--- src/rtl/core/hashed_block_buffer_cache_macros.svh ---
// Assertion macros shared by the buffer cache RTL.
`ifndef HASHED_BLOCK_BUFFER_CACHE_MACROS_SVH
`define HASHED_BLOCK_BUFFER_CACHE_MACROS_SVH
// Implication checked on every clock edge outside reset.
`define HBC_ASSERT_IMP(label, clk, rst_n, a, c, msg) \
  label: assert property (@(posedge clk) disable iff (!rst_n) (a) |-> (c)) else $error(msg);
// Next-cycle implication checked outside reset.
`define HBC_ASSERT_NEXT(label, clk, rst_n, a, c, msg) \
  label: assert property (@(posedge clk) disable iff (!rst_n) (a) |=> (c)) else $error(msg);
`endif

--- src/rtl/core/hbc_pkg.sv ---
package hbc_pkg;

  localparam int unsigned CmdW = 2;
  localparam int unsigned DevW = 8;
  localparam int unsigned BlkW = 31;
  localparam int unsigned IdxW = 5;
  localparam int unsigned TimeW = 32;
  localparam int unsigned CntW = 8;
  localparam int unsigned BktW = 4;

  typedef enum logic [CmdW-1:0] {
    CMD_GET   = 2'd0,
    CMD_REL   = 2'd1,
    CMD_PIN   = 2'd2,
    CMD_UNPIN = 2'd3
  } cmd_t;

  typedef struct packed {
    logic [CmdW-1:0]  cmd;
    logic [DevW-1:0]  device;
    logic [BlkW-1:0]  block_number;
    logic [IdxW-1:0]  buffer_index;
    logic [TimeW-1:0] now_ticks;
  } in_item_t;

  typedef struct packed {
    logic [IdxW-1:0] granted_buffer;
    logic            was_hit;
    logic            needs_read;
    logic            status;
  } out_item_t;

  typedef enum logic [2:0] {
    ST_IDLE,
    ST_HIT_SCAN,
    ST_HIT_DONE,
    ST_VIC_SCAN,
    ST_VIC_DONE,
    ST_SIMPLE,
    ST_RESULT
  } state_t;

  // Controller commands to the datapath.
  typedef struct packed {
    logic load;       // capture the transaction, clear the scan
    logic scan_hit;   // examine the buffer under the scan pointer for a tag hit
    logic scan_vic;   // examine the buffer under the scan pointer as a victim
    logic next_bkt;   // move the victim search to the following bucket
    logic do_hit;     // commit a hit
    logic do_vic;     // commit a victim retag
    logic do_fail;    // report no free buffer
    logic do_simple;  // release, pin or unpin
    logic emit;       // present the result
  } ctl_cmd_t;

  typedef struct packed {
    logic is_get;
    logic scan_last;
    logic hit_found;
    logic vic_found;
    logic last_bkt;
  } ctl_sts_t;

endpackage

--- src/rtl/core/hbc_ctrl.sv ---
module hbc_ctrl
  import hbc_pkg::*;
(
  input  logic     clk,
  input  logic     rst_n,
  input  logic     start,
  output logic     busy,
  input  ctl_sts_t sts,
  output ctl_cmd_t cmd
);

  state_t state_r, state_nxt;

  always_ff @(posedge clk) begin
    if (!rst_n) begin
      state_r <= ST_IDLE;
    end else begin
      state_r <= state_nxt;
    end
  end

  always_comb begin
    state_nxt = state_r;
    case (state_r)
      ST_IDLE: begin
        if (start) state_nxt = ST_HIT_SCAN;
      end
      ST_HIT_SCAN: begin
        if (!sts.is_get) state_nxt = ST_SIMPLE;
        else if (sts.scan_last) state_nxt = ST_HIT_DONE;
      end
      ST_HIT_DONE: begin
        if (sts.hit_found) state_nxt = ST_RESULT;
        else state_nxt = ST_VIC_SCAN;
      end
      ST_VIC_SCAN: begin
        if (sts.scan_last) state_nxt = ST_VIC_DONE;
      end
      ST_VIC_DONE: begin
        if (sts.vic_found || sts.last_bkt) state_nxt = ST_RESULT;
        else state_nxt = ST_VIC_SCAN;
      end
      ST_SIMPLE: state_nxt = ST_RESULT;
      ST_RESULT: state_nxt = ST_IDLE;
      default:   state_nxt = ST_IDLE;
    endcase
  end

  always_comb begin
    cmd = '0;
    busy = (state_r != ST_IDLE);
    case (state_r)
      ST_IDLE:     cmd.load = start;
      ST_HIT_SCAN: cmd.scan_hit = sts.is_get;
      ST_HIT_DONE: cmd.do_hit = sts.hit_found;
      ST_VIC_SCAN: cmd.scan_vic = 1'b1;
      ST_VIC_DONE: begin
        cmd.do_vic = sts.vic_found;
        cmd.do_fail = !sts.vic_found && sts.last_bkt;
        cmd.next_bkt = !sts.vic_found && !sts.last_bkt;
      end
      ST_SIMPLE:   cmd.do_simple = 1'b1;
      ST_RESULT:   cmd.emit = 1'b1;
      default:     cmd = '0;
    endcase
  end

  `include "hashed_block_buffer_cache_macros.svh"

  `HBC_ASSERT_NEXT(a_result_to_idle, clk, rst_n, state_r == ST_RESULT, state_r == ST_IDLE, "result not followed by idle")
  `HBC_ASSERT_IMP(a_busy_no_load, clk, rst_n, busy, !cmd.load, "load while busy")
  `HBC_ASSERT_IMP(a_one_commit, clk, rst_n, 1'b1, $onehot0({cmd.do_hit, cmd.do_vic, cmd.do_fail, cmd.do_simple}), "several commits at once")

endmodule

--- config.mk ---
export PLATFORM = sky130hd
export DESIGN_NAME = hbc_ctrl
export DESIGN_NICKNAME = d
export VERILOG_FILES = /design/src/rtl/core/hbc_pkg.sv /design/src/rtl/core/hbc_ctrl.sv
export VERILOG_INCLUDE_DIRS = /design/src /design/src/rtl/core
export SDC_FILE = /design/constraint.sdc
export NUM_CORES = 1
export LEC_CHECK = 0
export ABC_AREA = 1
export BUFFER_PORTS_ARGS = -buffer_cell sky130_fd_sc_hd__buf_2
export CAP_MARGIN = 20
export CELL_PAD_IN_SITES_DETAIL_PLACEMENT = 1
export CELL_PAD_IN_SITES_GLOBAL_PLACEMENT = 2
export CORE_UTILIZATION = 17
export CTS_CLUSTER_DIAMETER = 150
export DETAILED_ROUTE_END_ITERATION = 10
export PLACE_DENSITY_LB_ADDON = 0.1
export SLEW_MARGIN = 20
export SYNTH_ARGS = -nofsm -noshare
export SYNTH_HDL_FRONTEND = slang
export SYNTH_SLANG_ARGS = --single-unit
--- constraint.sdc ---
create_clock -name clk -period 1.2 [get_ports clk]
set_input_delay 0.18 -clock clk [delete_from_list [all_inputs] [get_ports clk]]
set_output_delay 0.18 -clock clk [all_outputs]
set_load 0.05 [all_outputs]
==> results of run 1 <==
[cell families (layout without fill, tap and decap cells)]
kind of cell	Yosys count	count (layout)	synth area share [%]
flip-flops	3	3	19.0
AND/OR/NAND/NOR	41	41	59.3
buffers and inverters	15	52	18.6
AO/OA/AOI/OAI	2	2	3.16
[cells in the mapped netlist (all sizes together)]
cell type | instances | area share [%]
nor3 | 2 | 3.2
nand3 | 9 | 17
nand2 | 14 | 17
dfxtp | 3 | 19
inv | 15 | 19
o21ai | 2 | 3.2
nor2 | 16 | 22
[final timing paths]
kind	startpoint	endpoint	slack, ps
max	state_r[1]	cmd[6]	-110
min	rst_n	state_r[1]	190
max reg2reg	state_r[1]	state_r[2]	-10
min reg2reg	state_r[2]	state_r[0]	780
[final cells by class]
class,count,share of cell area [%]
multi-input combinational,43,39.8
timing repair buffer,33,36.0
sequential,3,8.73
inverter,15,8.42
tap,25,3.83
clock buffer,4,3.22
[critical path, cell delays in order, from the launching register on]
cell     delay, ps
dfxtp_4        380
buf_6          130
nand2_1        110
nor2_4         130
buf_8          150
[per-layer routing]
| layer | global-route usage (%) | up-vias |
|---|---|---|
| li1 | - | 257 |
| met1 | 17.8 | 217 |
| met2 | 22.0 | 11 |
| met3 | 4.00 | 0 |
| met4 | 3.64 | 0 |
| met5 | 0 | - |
[metrics by stage]
| stage | total power (W) | cell area (um2) | utilization, % | TNS, ps |
|---|---|---|---|---|
| floorplan | 0.00106 | 390 | - | -216 |
| global placement | 0.00146 | 574 | 33.3 | 0 |
| detailed placement | 0.00147 | 574 | 33.3 | 0 |
| CTS | 0.00199 | 767 | 44.4 | -782 |
| global route | 0.00229 | 817 | 47.3 | -1460 |
| finish | 0.00213 | 817 | 47.3 | -737 |
[what timing repair did]
action / 4_1_cts / 5_1_grt
gates cloned: 0 / 0
buffers inserted: 5 / 2
setup endpoints to repair: 10 / 13
pin swaps: 5 / 1
resized for setup: 38 / 9
[power by group]
group | internal, W | switching [W] | leakage [nW]
Combinational | 0.000733 | 0.000970 | 0.379
Clock | 0.000125 | 0.0000531 | 0.0150
Sequential | 0.000171 | 0.0000827 | 0.0267
==> summary.txt, run 1 <==
Outcome
  • Outcome: finished with violations
  • Failing checks: negative setup slack

STA
  • Minimum clock period: around 1300 ps
  • Final Hold Violating Endpoints: 0
  • Final max-slew violation count: 0
  • Max Clk Rate: 761 MHz
  • Slew HR: approximately nine tenths
  • RSZ-0062 raised after global routing: true
  • Hold Slack: 188 ps
  • Measured slew at the worst slew-check pin: 158 ps
  • Clock skew: 0.843 ps
  • Final period util: 109%
  • Worst Slack Setup Final: -114 ps
  • Setup Viol. Count Final: 12

Final layout
  • Final Non-Filler Cells: 123
  • ANT cells: 0
  • Max reg flops: 3
  • Commonest non-fill, non-tap cell in the layout: buf_4
  • Register area: 71.3 um2
  • Synthesis-to-finish area growth: 158%
  • Area of the multi-input gates: about 330 um2
  • Final nets: 107
  • Biggest register: state_r
  • Commonest non-fill, non-tap cells in the layout: 13 x buf_4, 12 x nand2_1, 10 x inv_1, 9 x buf_6
  • Largest registers: state_r x3
  • Layout cell share with drive strength beyond 1: roughly 64%
  • FILL cells: approximately 220

Floorplanning
  • Die Y: 45.2 um
  • Initial Util: between 10% and 20%
  • Core area: roughly 1700 um2
  • Die W: ~45 um
  • # IOs: 18
  • DIE AREA: 2040 um2
  • Std-Cell Rows: 15

Logic synthesis
  • Yosys warns: 0
  • Syn_area_per_cell: 5.19 um2
  • Syn Nets: 69
  • Seq cells post-synth: 3
  • Synth cell types: 11
  • Sequential share of the synthesized area: a little under a fifth
  • Synthesized area: 317 um2
  • Cells after Synth: 61

Clock tree
  • H-tree depth: 1
  • CTS root buf: clkbuf_4
  • Clock sinks: 3
  • Num CTS Buffers: 3
  • Clock buffer depth: 2
  • CTS tree: built
  • Worst skew pair latency: 230 ps
  • CTS clk-pin slew, worst paths: 40 ps
  • Hold-fix buffers, CTS: 0

GRT
  • GRT overflow: 0
  • Largest net degree at the start of global routing: 7
  • Initial antenna violation count: 0
  • Vias in the first global route: 483
  • Total Routing Usage GR: between 10 and 15%
  • First-pass GRT wire length: 1.97 mm

Place
  • Port Buffer Count: 17
  • GP Congestion: approximately 0.74
  • Setup WS pre-CTS: just over 0.6 ps
  • DP HPWL: 908 um
  • Dpl cells: 112

Detailed routing
  • WL final: 1.21 mm
  • Vias: 485
  • Vias/cell: 3.94
  • DRC Markers: 0
  • DR top layer: met3
  • WL/cell: around 10 um
  • Detailed Route Iter0 Violations: 3
  • Met3 wire len: a little under 30 um
  • Antenna viol nets, final: 0
  • WL met2: 627 um
  • Drt pass-1 iters: 4
  • Met1 wire length: 554 um

Setup path
  • CP endpoint kind: output pin
  • Worst setup SP type: flop
  • Reg2Reg Depth: 8
  • CP Max Fanout: 4
  • CP Class: flop to output pin
  • WP data arrival: 1130 ps
  • Crit path required time: 1020 ps

Worst hold path
  • Worst hold path type: input pin to flop
  • Cells on Worst Hold Path: 3

Power
  • Static Leak: around 0.42 nW
  • Pwr dens: 2610 nW/um2
  • Worst vdd rail ir drop: 1.12 mV

Run
  • Max-Cap Viols: 0
No activity file was read; power rests on OpenSTA's default activity.
==> run 2: changes to the inputs <==
Settings changed: CORE_MARGIN from default to 2.
==> summary.txt, run 2 (synthesis gave the netlist of run 1 again) <==
Outcome
  • Outcome: finished with violations
  • Failing checks: negative setup slack

Power
  • Pwr dens: 2550 nW/um2
  • Static Leak: 0.389 nW
  • Worst vdd rail ir drop: 0.857 mV

Clock tree
  • CTS tree: built
  • Clock buffer depth: 2
  • Clock sinks: 3
  • CTS clk-pin slew, worst paths: 40 ps
  • H-tree depth: 1
  • CTS root buf: clkbuf_4
  • Worst skew pair latency: 230 ps
  • Num CTS Buffers: 3

Floorplanning
  • Initial Util: 18.1%
  • Std-Cell Rows: 15
  • Core area: 1750 um2
  • # IOs: 18
  • Die W: between 40 and 50 um
  • DIE AREA: 2220 um2
  • Die Y: approximately 47 um

Setup path
  • Worst setup endpoint: cmd[8]
  • CP Max Fanout: 5
  • Worst setup SP type: flop
  • WP data arrival: 1140 ps
  • CP Class: flop to output pin
  • Reg2Reg Depth: 9
  • RR Startpoint: state_r[2]
  • CP startpoint: state_r[1]
  • Worst r2r dst: state_r[2]
  • CP endpoint kind: output pin
  • Crit path required time: 1020 ps
  • Flop-to-flop setup slack: 20 ps

Detailed routing
  • Detailed Route Iter0 Violations: 1
  • DRC Markers: 0
  • Antenna viol nets, final: 0
  • Drt pass-1 iters: 4
  • WL/cell: 9.41 um
  • WL final: 1.10 mm
  • Vias: between 400 and 500
  • Vias/cell: about 3.9

Final layout
  • Synthesis-to-finish area growth: 132%
  • Design Area, Final: 733 um2
  • Final Non-Filler Cells: 117
  • Largest registers: state_r x3
  • Final nets: 101
  • Max reg flops: 3
  • ANT cells: 0
  • FILL cells: 227
  • Biggest register: state_r
  • Layout cell share with drive strength beyond 1: 59.8%
  • Commonest non-fill, non-tap cells in the layout: 12 x inv_1, 12 x nand2_1, 10 x buf_6, 8 x buf_2
  • Final core utilization: 42.0%

Place
  • DP HPWL: between 800 and 900 um
  • Port Buffer Count: 17
  • Setup WS pre-CTS: -8.24 ps
  • Post-DP Area: 544 um2
  • GP Congestion: 0.679
  • Dpl cells: 108

GRT
  • Largest net degree at the start of global routing: 6
  • Vias in the first global route: 452
  • GRT overflow: 0
  • First-pass GRT wire length: 1.99 mm
  • Initial antenna violation count: 0
  • Total Routing Usage GR: 12.8%

STA
  • Max Clk Rate: 760 MHz
  • Final max-slew violation count: 0
  • Clock skew: 0.375 ps
  • Measured slew at the worst slew-check pin: 247 ps
  • Final period util: 110%
  • RSZ-0062 raised after global routing: true
  • Worst Slack Setup Final: -117 ps
  • Minimum clock period: 1320 ps
  • Slew HR: a little over four fifths
  • Setup Viol. Count Final: 10
  • Final Hold Violating Endpoints: 0
  • Hold Slack: ~190 ps

Run
  • Max-Cap Viols: 0

Worst hold path
  • Cells on Worst Hold Path: 3
  • Worst hold path type: input pin to flop
run 2: cell count changes in the layout (fill, tap and decap cells not counted), moves of 2 or more:
cell,change
buf_4,-6
buf_8,-3
inv_1,+2
nand3_2,+2
nand3_4,-2
run 2: layout make-up:
class	count	area, um2	area share [%]
Tap cell	25	31.3	4.27
Timing Repair Buffer	27	240	32.8
Clock buffer	4	26.3	3.58
Sequential cell	3	68.8	9.39
Inverter	15	61.3	8.36
Multi-Input combinational cell	43	305	41.6
run 2: per-stage QoR:
step | power [W] | TNS, ps
CTS | 0.00184 | -871
global placement | 0.00136 | -0.768
floorplan | 0.00106 | -216
finish | 0.00187 | -718
detailed placement | 0.00136 | -8.24
global route | 0.00202 | -1400
run 2: what timing repair did:
item / 4_1_cts / 5_1_grt
pin swaps: 5 / 4
buffers inserted: 5 / 0
endpoints found under the setup margin: 10 / 13
resized for setup: 25 / 6
hold buffers: 0 / 0
run 2: worst min-delay path by stage:
stage	start	slack [ps]	to
floorplan	rst_n	290	state_r[1]
global placement	rst_n	440	state_r[2]
detailed placement	rst_n	440	state_r[1]
CTS	rst_n	190	state_r[1]
global route	rst_n	210	state_r[0]
finish	rst_n	190	state_r[1]
run 2: layer usage:
layer	wire, um	up-vias	track usage (%)
met3	37	2	2.69
met1	489	203	17.4
met4	4	0	5.00
met5	0	-	0
li1	-	245	-
met2	570	12	19.7
run 2: report_power, final:
group / leakage [nW] / internal (W) / switching (W)
Sequential: 0.0264 / 0.000165 / 0.0000935
Clock: 0.0150 / 0.000125 / 0.0000546
Combinational: 0.347 / 0.000579 / 0.000855
Total: 0.389 / 0.000868 / 0.00100
run 2: worst max-delay path, stage by stage, from the launching register on:
cell and delay (ps):
dfxtp_2 350, nor2_4 150, buf_6 120, nand2_4 50, nor2_4 70, buf_6 160
